## config.mk

```make
export PLATFORM = sky130hd
export DESIGN_NAME = tws_div
export DESIGN_NICKNAME = d
export VERILOG_FILES = /design/src/hdl/tws_pkg.sv /design/src/hdl/tws_div.sv
export SDC_FILE = /design/constraint.sdc
export NUM_CORES = 2
export LEC_CHECK = 0
export BUFFER_PORTS_ARGS = -buffer_cell sky130_fd_sc_hd__buf_2
export CORE_UTILIZATION = 30
export DETAILED_ROUTE_END_ITERATION = 10
export GPL_TIMING_DRIVEN = 1
export PLACE_DENSITY = 0.56
export SYNTH_ARGS = -nofsm -noshare
export SYNTH_HDL_FRONTEND = slang
export SYNTH_SLANG_ARGS = --single-unit
```

## constraint.sdc

```tcl
create_clock -name clk -period 5.44 [get_ports clk]
set_clock_uncertainty 0.2 [all_clocks]
set_input_delay 0.544 -clock clk [delete_from_list [all_inputs] [get_ports clk]]
set_output_delay 0.544 -clock clk [all_outputs]
set_load 0.02 [all_outputs]
```

## src/hdl/tws_pkg.sv

```systemverilog
// Shared types, constants and coefficient table of the three-way softmax choice block.
package tws_pkg;

  localparam int EXP_TABLE_BITS_DEF = 8;
  localparam logic [31:0] BETA_RESET = 32'd6553600;
  localparam logic [16:0] LOG2E_Q16 = 17'd94548;
  localparam logic [49:0] FLUSH_LIMIT = 50'd1048576;
  localparam logic [30:0] ONE_Q30 = 31'h4000_0000;
  localparam logic [15:0] PROB_MAX = 16'hFFFF;
  localparam int HORNER_STEPS = 7;
  localparam int EXP_LAT = HORNER_STEPS + 4;
  localparam int DIV_BITS = 17;

  // Taylor coefficients of 2^-t in Q30, lowest order first.
  localparam logic [30:0] POW2_COEF [8] = '{
    31'd1073741824, 31'd744261118, 31'd257941248, 31'd59597083,
    31'd10327388, 31'd1431680, 31'd165394, 31'd16378
  };

  localparam logic [1:0] CHOICE_GREEN = 2'd0;
  localparam logic [1:0] CHOICE_BLACK = 2'd1;
  localparam logic [1:0] CHOICE_SAMPLE = 2'd2;

  typedef enum logic [1:0] {
    KIND_CALC = 2'd0,
    KIND_ONE  = 2'd1,
    KIND_ZERO = 2'd2
  } kind_t;

  typedef struct packed {
    logic [32:0] diff;
    kind_t       kind;
  } lane_t;

endpackage

```

## src/hdl/tws_div.sv

```systemverilog
// Pipelined restoring divider giving a rounded, saturated Q0.16 probability.
module tws_div (
  input  logic        clk,
  input  logic        rst_n,
  input  logic        en,
  input  logic        in_valid,
  input  logic [30:0] term,
  input  logic [31:0] den,
  output logic        out_valid,
  output logic [15:0] prob
);
  import tws_pkg::*;

  logic [47:0]         num;
  logic                dv_r [DIV_BITS];
  logic [47:0]         dr_r [DIV_BITS];
  logic [31:0]         dd_r [DIV_BITS];
  logic [DIV_BITS-1:0] dq_r [DIV_BITS];

  assign num = {1'b0, term, 16'b0} + 48'(den[31:1]);

  for (genvar i = 0; i < DIV_BITS; i++) begin : g_bit
    localparam int B = DIV_BITS - 1 - i;
    logic                v_in;
    logic [47:0]         rem_in;
    logic [31:0]         den_in;
    logic [DIV_BITS-1:0] q_in;
    logic [47:0]         sh;
    logic                ge;
    if (i == 0) begin : g_first
      assign v_in   = in_valid;
      assign rem_in = num;
      assign den_in = den;
      assign q_in   = '0;
    end else begin : g_next
      assign v_in   = dv_r[i-1];
      assign rem_in = dr_r[i-1];
      assign den_in = dd_r[i-1];
      assign q_in   = dq_r[i-1];
    end
    assign sh = 48'(den_in) << B;
    assign ge = rem_in >= sh;

    always_ff @(posedge clk) begin
      if (!rst_n) begin
        dv_r[i] <= 1'b0;
      end else if (en) begin
        dv_r[i] <= v_in;
      end
    end

    always_ff @(posedge clk) begin
      if (en) begin
        dr_r[i] <= ge ? (rem_in - sh) : rem_in;
        dd_r[i] <= den_in;
        dq_r[i] <= q_in | (DIV_BITS'(ge) << B);
      end
    end
  end

  assign out_valid = dv_r[DIV_BITS-1];
  assign prob = dq_r[DIV_BITS-1][DIV_BITS-1] ? PROB_MAX : dq_r[DIV_BITS-1][15:0];

endmodule

```

==> flow_metrics.env <==
export IMPL_p_switching_mw=17.44
export IMPL_die_w_um=514.9
export IMPL_clk_pin_slew_ns=0.06
export IMPL_ios=84
export IMPL_rsz0062_at_grt="false"
export IMPL_grt_start_max_net_pins=141
export IMPL_clockBufferDepth=3
export IMPL_switching_share=0.3699
export IMPL_internal_power_mw=29.71
export IMPL_arrival_ns=5.51
export IMPL_critPathCaptureType="register"
export IMPL_max_freq_mhz=193.5
export IMPL_cts_setup_buffers=0
export IMPL_drt_antenna_violating_nets=0
export IMPL_dieArea_um2=265100
export IMPL_synth_area_leaders="edfxtp_1 50%, ha_1 8.9%, a21oi_1 4.5%"
export IMPL_rows=187
export IMPL_grt_total_usage=0.1376
export IMPL_finalHoldViolations=0
export IMPL_async_reset_ff_frac=0
export IMPL_antenna_found_initial=3
export IMPL_combPwrFrac=0.434
export IMPL_nets=8301
export IMPL_path_cells="dlygate4sd3_1 -> buf_2 -> ha_1 -> buf_4 -> a21o_1 -> a21oi_1 -> nor2b_1 -> o21a_1 -> o211ai_1 -> a21boi_0 -> or2_2 -> buf_4 -> nand2_1 -> xnor2_1 -> ha_1 -> a21o_1 -> a21o_1 -> a21oi_1 -> or3b_2 -> nor3_2 -> buf_4 -> o31ai_1 -> xor2_1 -> mux2_2"
export IMPL_period_share=0.9498
export IMPL_met3_usage=0.01977
export IMPL_fin_util=0.3437
export IMPL_cts_max_level=4
export IMPL_drt_iter0_drc=3030
export IMPL_min_path_type="input port to register"
export IMPL_drc=0
export IMPL_finalSetupTns_ns=0
export IMPL_dp_slack_ns=-0.2013
export IMPL_run_status="complete, no violations"
export IMPL_max_slew_margin=0.2250
export IMPL_yosysWarnings=0
export IMPL_drv_slew=0
export IMPL_grt_pass1_vias=57350
export IMPL_core_area_um2=260600
export IMPL_seq_area_frac_synth=0.4998
export IMPL_finalPower_mw=47.15
export IMPL_setup_ws_ns=0.2731
export IMPL_fin_worst_hold_slack_ns=0.06293
export IMPL_gr_total_overflow=0
export IMPL_post_drt_wl_per_cell_um=16.52
export IMPL_synth_edf_count=1313
export IMPL_cts_made_buffers=156
export IMPL_crit_type="input port to register"
export IMPL_place_inst=10960
export IMPL_p_leak_nw=35.91
export IMPL_clk_latency_ns=0.82
export IMPL_synth_area_um2=78920
export IMPL_root_buffer="clkbuf_16"
export IMPL_drt_pass1_iterations=7
export IMPL_slowest_delay_ns=0.53
export IMPL_grt_use_met1=0.1378
export IMPL_netlist_area_leader_share=0.4996
export IMPL_critical_path_startpoint_type="input port"
export IMPL_syn_num_nets=8109
export IMPL_use_met2=0.2680
export IMPL_layout_drive_gt1_share=0.08583
export IMPL_start_util=0.3028
export IMPL_cts_sink_count=1314
export IMPL_max_cap_violations=0
export IMPL_cp_slowest_cell="dlygate4sd3_1"
export IMPL_worst_pin_slew_ns=1.153
export IMPL_ys_types=87
export IMPL_yosysMostFrequentCell="edfxtp_1"
export IMPL_grt_pass1_wl_um=295500
export IMPL_synth_cells=7466
export IMPL_final_area_um2=89590
export IMPL_power_density_nw_per_um2=526.3
export IMPL_avgSynthCellArea_um2=10.57
export IMPL_cts_tree="built"
export IMPL_place_congestion=0.9113
export IMPL_dieHeight_um=514.9
export IMPL_power_frac_seq=0.348
export IMPL_synthFlopType="edfxtp_1"
export IMPL_synth_seq_cells=1314
export IMPL_via_count=55740
export IMPL_finalSetupViolations=0
export IMPL_port_buffers=83
export IMPL_dpl_hpwl_um=143100
export IMPL_worst_ep_required_time_ns=5.78
export IMPL_pwr_share_clk=0.218
export IMPL_cp_max_fo=3
export IMPL_synth_common_cells="1,313 x edfxtp_1, 711 x a21oi_1, 687 x inv_1"
export IMPL_area_growth_syn_to_layout_pct=13.52
export IMPL_busiest_layer="met2"
export IMPL_vdd_drop_max_v=0.0003732
export IMPL_totalWireLength_um=186400
export IMPL_viasPerCell=4.941
export IMPL_fin_crit_ns=5.167
export IMPL_synth_top_area_cell="edfxtp_1"
export IMPL_place_area_um2=84170
export IMPL_stdcell_count=11280
final timing paths:
kind / from / end / slack [ns] / cells after the start
min reg2reg: dq_r[0][48]$_DFFE_PP_ / dq_r[0][65]$_DFFE_PP_ / 0.19 / 0
max reg2reg: dd_r[0][233]$_DFFE_PP_ / dr_r[0][405]$_DFFE_PP_ / 0.70 / 14
max: den[17] / dr_r[0][44]$_DFFE_PP_ / 0.27 / 24
min: term[30] / dr_r[0][46]$_DFFE_PP_ / 0.06 / 3
flip-flops by register name, indices dropped and copies added, names as in the netlist:
signal / flops
dd_r: 512
dq_r: 153
dv_r: 17
dr_r: 632
area by class of cell:
type                            instances  area (µm²)
Sequential cell                      1314       39450
Clock inverter                         77       834.6
Antenna cell                            3       7.507
Timing Repair Buffer                  258        2007
Clock buffer                          206        4185
Tap cell                             3496        4374
Fill cell                           25840      171100
Inverter                              688        2582
Multi-Input combinational cell       5240       36150
worst max-delay path, delay by kind of cell:
family,cells,cell delay [ns]
compound gates,9,1.62
mux,1,0.28
simple gates,5,1.15
xor+xnor,2,0.31
buf+inv,5,1.12
fa+ha+maj,2,0.49
cells by family (layout without fill, tap and decap cells):
group / Yosys count / in the layout / synth area share
AO/OA/AOI/OAI: 2020 / 2020 / 0.1586
AND/OR/NAND/NOR: 1914 / 1914 / 0.1188
flip-flops: 1314 / 1314 / 0.4998
buffers and inverters: 912 / 1229 / 0.04401
XOR/XNOR: 580 / 580 / 0.06437
adder cells (fa/ha/maj): 576 / 576 / 0.09294
multiplexers: 150 / 150 / 0.02139
other: 0 / 3 / 0
power groups by stage:
| stage | Combinational, mW | Sequential (mW) | Clock (mW) |
|---|---|---|---|
| finish | 20.5 | 16.4 | 10.3 |
| floorplan | 15.6 | 16.0 | 0 |
| CTS | 20.4 | 16.4 | 10.6 |
| global placement | 19.9 | 16.5 | 0 |
| global route | 22.7 | 16.7 | 11.0 |
| detailed placement | 20.2 | 16.6 | 0 |
metal layers:
layer  part of all wire  vias up
li1                   -    27740
met1               0.38    26230
met2               0.53     1224
met3              0.032      542
met4              0.057        0
met5                  0        -
cell usage in the layout (no fill, tap or decap), types with 25 or more instances in the layout:
| cell type | count |
|---|---|
| edfxtp_1 | 1313 |
| a21oi_1 | 708 |
| inv_1 | 687 |
| ha_1 | 559 |
| nand2_1 | 517 |
| nor2_1 | 508 |
| o21ai_0 | 443 |
| xnor2_1 | 353 |
| a21o_1 | 334 |
| xor2_1 | 227 |
| clkbuf_16 | 159 |
| mux2_2 | 133 |
| buf_4 | 126 |
| nand3_1 | 124 |
| nand4_1 | 116 |
| nor3_1 | 108 |
| nand2b_1 | 85 |
| nor2b_1 | 83 |
| buf_2 | 82 |
| and3_1 | 74 |
| o21a_1 | 66 |
| o21bai_1 | 64 |
| a31oi_1 | 64 |
| nor4_1 | 52 |
| clkbuf_1 | 44 |
| or2_2 | 42 |
| or3_1 | 42 |
| a211oi_1 | 41 |
| o211ai_1 | 37 |
| dlygate4sd3_1 | 35 |
| and2_1 | 34 |
| a21boi_0 | 27 |
| clkinv_1 | 27 |
| o31ai_1 | 25 |
| and4_1 | 25 |
repair_timing:
action / CTS / global route
endpoints found under the setup margin: 0 / 21
resized for setup: 0 / 8
hold endpoints to repair: 35 / 0
hold buffers: 35 / 0
Note: power is estimated with default switching activity, not from simulation.
