$ cat src/hdl/tws_pkg.sv
// Shared types, constants and coefficient table of the three-way softmax choice block.
package tws_pkg;

  localparam int EXP_TABLE_BITS_DEF = 8;
  localparam logic [31:0] BETA_RESET = 32'd6553600;
  localparam logic [16:0] LOG2E_Q16 = 17'd94548;
  localparam logic [49:0] FLUSH_LIMIT = 50'd1048576;
  localparam logic [30:0] ONE_Q30 = 31'h4000_0000;
  localparam logic [15:0] PROB_MAX = 16'hFFFF;
  localparam int HORNER_STEPS = 7;
  localparam int EXP_LAT = HORNER_STEPS + 4;
  localparam int DIV_BITS = 17;

  // Taylor coefficients of 2^-t in Q30, lowest order first.
  localparam logic [30:0] POW2_COEF [8] = '{
    31'd1073741824, 31'd744261118, 31'd257941248, 31'd59597083,
    31'd10327388, 31'd1431680, 31'd165394, 31'd16378
  };

  localparam logic [1:0] CHOICE_GREEN = 2'd0;
  localparam logic [1:0] CHOICE_BLACK = 2'd1;
  localparam logic [1:0] CHOICE_SAMPLE = 2'd2;

  typedef enum logic [1:0] {
    KIND_CALC = 2'd0,
    KIND_ONE  = 2'd1,
    KIND_ZERO = 2'd2
  } kind_t;

  typedef struct packed {
    logic [32:0] diff;
    kind_t       kind;
  } lane_t;

endpackage

$ cat src/hdl/tws_diff.sv
// Winner selection and per-option value differences, one register stage.
module tws_diff (
  input  logic                clk,
  input  logic                rst_n,
  input  logic                en,
  input  logic                in_valid,
  input  logic signed [31:0]  val_g,
  input  logic signed [31:0]  val_b,
  input  logic signed [31:0]  val_s,
  input  logic                allowed,
  output logic                valid_r,
  output logic [1:0]          choice_r,
  output tws_pkg::lane_t      lane_g_r,
  output tws_pkg::lane_t      lane_b_r,
  output tws_pkg::lane_t      lane_s_r
);
  import tws_pkg::*;

  logic signed [31:0] best;
  logic [1:0]         choice_nxt;
  lane_t              lane_g_nxt, lane_b_nxt, lane_s_nxt;

  always_comb begin
    if (val_g >= val_b) begin
      choice_nxt = CHOICE_GREEN;
      best = val_g;
    end else begin
      choice_nxt = CHOICE_BLACK;
      best = val_b;
    end
    if (allowed && (val_s > best)) begin
      choice_nxt = CHOICE_SAMPLE;
      best = val_s;
    end
    lane_g_nxt.diff = {best[31], best} - {val_g[31], val_g};
    lane_b_nxt.diff = {best[31], best} - {val_b[31], val_b};
    lane_s_nxt.diff = {best[31], best} - {val_s[31], val_s};
    lane_g_nxt.kind = (choice_nxt == CHOICE_GREEN) ? KIND_ONE : KIND_CALC;
    lane_b_nxt.kind = (choice_nxt == CHOICE_BLACK) ? KIND_ONE : KIND_CALC;
    if (!allowed) begin
      lane_s_nxt.kind = KIND_ZERO;
    end else begin
      lane_s_nxt.kind = (choice_nxt == CHOICE_SAMPLE) ? KIND_ONE : KIND_CALC;
    end
  end

  always_ff @(posedge clk) begin
    if (!rst_n) begin
      valid_r <= 1'b0;
    end else if (en) begin
      valid_r <= in_valid;
    end
  end

  always_ff @(posedge clk) begin
    if (en) begin
      choice_r <= choice_nxt;
      lane_g_r <= lane_g_nxt;
      lane_b_r <= lane_b_nxt;
      lane_s_r <= lane_s_nxt;
    end
  end

endmodule

$ cat config.mk
export PLATFORM = sky130hd
export DESIGN_NAME = tws_diff
export DESIGN_NICKNAME = d
export VERILOG_FILES = /design/src/hdl/tws_pkg.sv /design/src/hdl/tws_diff.sv
export SDC_FILE = /design/constraint.sdc
export NUM_CORES = 1
export LEC_CHECK = 0
export ABC_AREA = 0
export BUFFER_PORTS_ARGS = -buffer_cell sky130_fd_sc_hd__buf_2
export CORE_ASPECT_RATIO = 1.1
export CORE_MARGIN = 2
export CORE_UTILIZATION = 57
export CTS_CLUSTER_SIZE = 12
export DETAILED_ROUTE_END_ITERATION = 12
export HOLD_SLACK_MARGIN = 0.02
export PLACE_DENSITY = 0.83
export SLEW_MARGIN = 20
export SYNTH_ARGS = -nofsm -noshare
export SYNTH_HDL_FRONTEND = slang
export SYNTH_SLANG_ARGS = --single-unit
$ cat constraint.sdc
create_clock -name clk -period 9.29 [get_ports clk]
set_input_delay 0 -clock clk [delete_from_list [all_inputs] [get_ports clk]]
set_output_delay 0 -clock clk [all_outputs]
set_load 0.01 [all_outputs]
==> results of run 1 <==
-- timing repair --
item / 4_1_cts / 5_1_grt
gates resized for setup: 0 / 0
endpoints found under the hold margin: 2 / 0
setup buffers: 0 / 0
hold buffers: 3 / 0
-- cell families after synthesis --
group	after synthesis
AND/OR/NAND/NOR	207
other	1
multiplexers	68
XOR/XNOR	79
AO/OA/AOI/OAI	323
flip-flops	105
buffers and inverters	141
adder cells (fa/ha/maj)	163
-- flip-flops by register name, indices dropped and copies added (netlist names) --
register / flops
choice_r: 2
lane_g_r: 34
lane_s_r: 35
valid_r: 1
lane_b_r: 33
-- final timing paths --
| kind | slack [ns] | start | endpoint | cells past startpoint |
|---|---|---|---|---|
| min | 0.05 | val_g[0] | lane_g_r[2] | 3 |
| max | 1.56 | val_b[25] | lane_s_r[31] | 32 |
| min reg2reg | 1.08 | valid_r | valid_r | 3 |
| max reg2reg | 8.11 | valid_r | valid_r | 3 |
-- layout make-up --
class                      instances  area, um^2
fill                            1494        5830
sequential                       105        3140
clock buffer                      10         229
inverter                         123         462
multi-input combinational        842        6620
antenna                            3        7.51
clock inverter                     6        57.6
timing repair buffer             213        1090
tap                              238         298
-- per-layer routing --
| layer | GRT usage, % | routed length, um |
|---|---|---|
| met2 | 45.8 | 12600 |
| met3 | 3.91 | 2040 |
| met4 | 10.0 | 779 |
| met1 | 44.0 | 13400 |
| met5 | 0 | 25 |
-- cell usage after synthesis, drive strengths merged (4+ instances only) --
| library cell | instances | area share, % |
|---|---|---|
| nand4 | 22 | 1.3 |
| o211ai | 5 | 0.36 |
| a211o | 5 | 0.42 |
| nand3 | 14 | 0.68 |
| nand2b | 12 | 0.73 |
| and2 | 7 | 0.42 |
| o21ai | 55 | 2.8 |
| a31oi | 11 | 0.67 |
| and3 | 8 | 0.49 |
| a21oi | 103 | 5.1 |
| mux2i | 65 | 6.3 |
| xnor2 | 57 | 4.8 |
| o31ai | 5 | 0.41 |
| a21o | 56 | 4.1 |
| nand2 | 50 | 1.8 |
| edfxtp | 104 | 30 |
| nor2 | 48 | 1.7 |
| ha | 160 | 19 |
| nor2b | 16 | 0.97 |
| nor3 | 15 | 0.73 |
| xor2 | 22 | 1.9 |
| a2111oi | 6 | 0.57 |
| a31o | 5 | 0.42 |
| buf | 11 | 0.75 |
| a221oi | 4 | 0.34 |
| o21a | 20 | 1.5 |
| clkbuf | 7 | 0.25 |
| or3 | 4 | 0.24 |
| inv | 123 | 4.5 |
| o21bai | 15 | 1.1 |
| a211oi | 10 | 0.73 |
-- report_power, final --
part           switching [mW]  total (mW)  internal [mW]
Clock                   0.188       0.377          0.189
Combinational           0.734        1.26          0.524
Sequential             0.0316       0.749          0.717
-- critical path: cells and delay by family --
kind	cells	cell delay [ns]
adder cells (fa/ha/maj)	3	1.02
AO/OA/AOI/OAI	15	2.94
buffers and inverters	5	1.10
multiplexers	4	1.40
AND/OR/NAND/NOR	5	1.42
==> results.toml, run 1 <==
[run_status]
outcome = "finished, final reports clean"

[setup_path]
cp_slowest_cell = "mux2i_1"
critical_path_arrival_ns = 7.93
endpoint_kind = "flop"
cp.required_ns = 9.49
worstSetupStartpointType = "input pin"
cpMostUsedCell = "a21o_1"
worstPathMaxFanout = 22
cpPeakStageDelay_ns = 0.58
path_class = "input pin to flop"

[yosys]
synth_top_family_by_area = "compound AO/OA/AOI/OAI gates"
synth_compound_area_share_pct = 20.7
yosys_warnings = 0
synth-simple-area-share_pct = 9.95
syn_inst = 1087
ys.flop_type = "edfxtp_1"
synth-adder-area-share_pct = 20.0
synth_cell_types = 61
synth-xor-area-share_pct = 6.71
syn_area_mm2 = 0.0103
synth_edf_count = 104
synth_mux_area_share_pct = 6.64
syn_avg_cell_area_um2 = 9.48
ys_async_sr_fraction_pct = 0
synth_seq_cells = 105
ys_seq_area_share_pct = 30.5

[timing]
worst-slew-pin-transition_ns = 0.847
rsz0062_at_grt = "false"
holdWs_ns = 0.0500
setup_tns_ns = 0
fin_worst_skew_ns = 0
finalWorstSetupSlack_ns = 1.56
report.final.slew_viol_count = 0
finalHoldViolations = 0
period_needed_ns = 7.73
fmax_mhz = 129
setup_viol = 0
post-route-period-util_pct = 83.2
slew_headroom_pct = 41.9

[cells_and_area]
final_common_cell = "buf_2"
utilization_pct = 67.1
fin_area_mm2 = 0.0119
nets = 1558
layout-area-overhead-vs-synth_pct = 15.5
most-common-layout-cells = "buf_2 (205), ha_1 (160), inv_1 (123), edfxtp_1 (104), a21oi_1 (100)"
drive_above_1_share_pct = 19.1
final_cells = 1540

[clocking]
clock_latency_ns = 0.36
h-tree-depth = 3
clock-sinks = 105
clock_path_buffers = 2
clk_pin_slew_worst_paths_ns = 0.08
cts_tree = "yes"
numCtsBuffers = 9
clockRootBuffer = "clkbuf_16"

[grt]
antenna_found_initial = 5
grt_pass1_vias = 8616
grt_pass1_wl_um = 45100
grt_max_degree = 65
overflow = 0
track_usage_pct = 30.0

[place]
place_ws_ns = 1.17
place_congestion = 0.990
hpwlAfterDp_um = 24200
dp.cells = 1518
place_area_mm2 = 0.0116
io_buffer_count = 206

[floorplanning]
ioPinCount = 209
die_w_um = 132
rows = 51
start_util_pct = 58.1
die_h_um = 145
coreArea_mm2 = 0.0177
fp.dieArea_mm2 = 0.0192

[drt]
wl_um = 28800
drc = 0
wl_per_cell_um = 18.7
postRouteAntennaNets = 0
dr.first_iter.drc_count = 722
routed_via_density = 5.88
num_vias = 9059
dr.pass1.iters = 5

[flow_run]
max-cap-violations = 0

[power_and_ir_drop]
finalPower_mw = 2.38
power.leakage_nw = 5.84
ir_drop_mv = 0.112
power.density_mw_per_mm2 = 200

[min_path]
hp-class = "input pin to flop"
No activity file was read; power rests on OpenSTA's default activity.
==> run 2, diff against run 1 <==
Settings changed: CORE_UTILIZATION 57 to 52, PLACE_DENSITY 0.83 to 0.8.
Clock period 9.29 ns to 6.6 ns, I/O delays scaled along.
==> run 2 against run 1 <==
Against the previous run: total power rose by 66%; highest routed layer is now met4; core utilization grew 7.6 points; global-route usage is 1.1 points higher; cell area rose by 23%.
==> results.toml, run 2 (synthesis results as in run 1) <==
[drt]
postRouteAntennaNets = 0
routed_via_density = 5.63
num_vias = 10639
dr.pass1.iters = 5
dr.first_iter.drc_count = 1005
wl_per_cell_um = 18.1
drc = 0
wl_um = 34200

[cells_and_area]
most-common-layout-cells = "buf_4 (335), buf_2 (205), ha_1 (158), inv_1 (123), edfxtp_1 (104)"
largest_reg_flops = 35
regMostFlops = "lane_s_r"
final_common_cell = "buf_4"
layout-area-overhead-vs-synth_pct = 42.6
drive_above_1_share_pct = 37.8
reg_top3 = "lane_s_r: 35 flops, lane_g_r: 34 flops, lane_b_r: 33 flops"
nets = 1892

[timing]
post-route-period-util_pct = 97.3
report.final.slew_viol_count = 0
slew_headroom_pct = 48.8
setup_viol = 0
finalHoldViolations = 0
worst-slew-pin-transition_ns = 0.768
setup_tns_ns = 0
period_needed_ns = 6.42
fmax_mhz = 156
fin_worst_skew_ns = 0
finalWorstSetupSlack_ns = 0.180

[grt]
antenna_found_initial = 4
grt_max_degree = 63
overflow = 0
track_usage_pct = 31.0
grt_pass1_wl_um = 51900
grt_pass1_vias = 10317

[floorplanning]
start_util_pct = 52.4
die_h_um = 152
die_w_um = 138
coreArea_mm2 = 0.0197
fp.dieArea_mm2 = 0.0210
rows = 54
ioPinCount = 209

[clocking]
h-tree-depth = 3
clk_pin_slew_worst_paths_ns = 0.09
clock-sinks = 105
numCtsBuffers = 9
clock_path_buffers = 2
clockRootBuffer = "clkbuf_16"
clock_latency_ns = 0.36
cts_tree = "yes"

[power_and_ir_drop]
clock_power_share_pct = 14.0
switching_share_pct = 38.8
power_frac_comb_pct = 59.3
ir_drop_mv = 0.194
power.leakage_nw = 7.48
power_frac_seq_pct = 26.6
internal-power_mw = 2.43
power.density_mw_per_mm2 = 270
p_sw_mw = 1.54

[setup_path]
r2r_slack_ns = 5.42
r2r-start = "valid_r"
cp-startpoint = "val_b[25]"
worstPathMaxFanout = 10
reg2reg_to = "valid_r"
cpMostUsedCell = "a21o_1"
path_class = "input pin to flop"
worstSetupStartpointType = "input pin"
cp_slowest_cell = "or3_1"
cpPeakStageDelay_ns = 0.39
cp.required_ns = 6.71
critical_path_arrival_ns = 6.53
endpoint = "lane_b_r[24]"
rr_worst_depth = 3
endpoint_kind = "flop"

[min_path]
min_delay_path_depth = 3
hp-class = "input pin to flop"

[place]
hpwlAfterDp_um = 27800
place_ws_ns = -0.191
place_congestion = 1.02
io_buffer_count = 206

[flow_run]
max-cap-violations = 0

[run_status]
outcome = "finished, final reports clean"
run 2: cell count changes in the layout (fill, tap and decap cells not counted), sizes merged:
cell      delta
clkinv       +2
clkbuf       -1
clkinvlp     +1
diode        +2
inv          -2
buf        +334
run 2: layout make-up:
type,count,area [um^2]
multi-input combinational,842,6830
clock inverter,7,75.1
clock buffer,9,225
fill,1378,4960
timing repair buffer,547,3640
antenna,5,12.5
sequential,105,3140
tap,252,315
inverter,123,462
run 2: worst max-delay path, delay by kind of cell:
kind | cells | cell delay [ns]
mux | 3 | 0.65
simple gates | 8 | 1.57
xor+xnor | 1 | 0.08
compound gates | 13 | 2.33
fa+ha+maj | 3 | 0.92
buf+inv | 7 | 0.97
run 2: repair_timing:
item	4_1_cts	5_1_grt
hold buffers	3	0
endpoints found under the hold margin	2	0
setup endpoints to repair	0	39
resized for setup	0	54
buffers inserted	0	2
run 2: power by group through the flow:
stage               combinational (mW)  sequential [mW]  clock [mW]
detailed placement                2.22             1.07           0
global route                      2.54             1.08       0.580
global placement                  2.16             1.07           0
finish                            2.35             1.06       0.557
CTS                               2.24             1.06       0.559
floorplan                         1.11             1.18           0
run 2: routing by layer:
metal / routed length, um / share of wire [%] / GRT usage (%) / up-vias
met3: 2340 / 6.8 / 3.33 / 79
li1: - / - / - / 5102
met1: 15200 / 45 / 43.2 / 4963
met4: 1130 / 3.3 / 12.6 / 0
met5: 0 / 0 / 0 / -
met2: 15500 / 45 / 50.0 / 495
run 2: worst min path at each step:
stage             start           to  slack [ns]
2_1_floorplan        en  choice_r[0]        0.11
3_3_place_gp      rst_n      valid_r        0.21
3_5_place_dp      rst_n      valid_r        0.22
4_1_cts        val_g[0]  lane_g_r[2]        0.05
5_1_grt        val_b[0]  lane_b_r[2]        0.07
6_report       val_g[0]  lane_g_r[2]        0.06
run 2: stage by stage:
step	std cells	instance area [um^2]	total power [mW]	util (%)	hold slack, ns
floorplan	1088	10300	2.29	-	0.112
global placement	1864	14100	3.23	71.8	0.212
detailed placement	1864	14100	3.29	71.8	0.222
CTS	1883	14400	3.86	73.5	0.0526
global route	1890	14700	4.20	74.8	0.0655
finish	1890	14700	3.97	74.8	0.0631
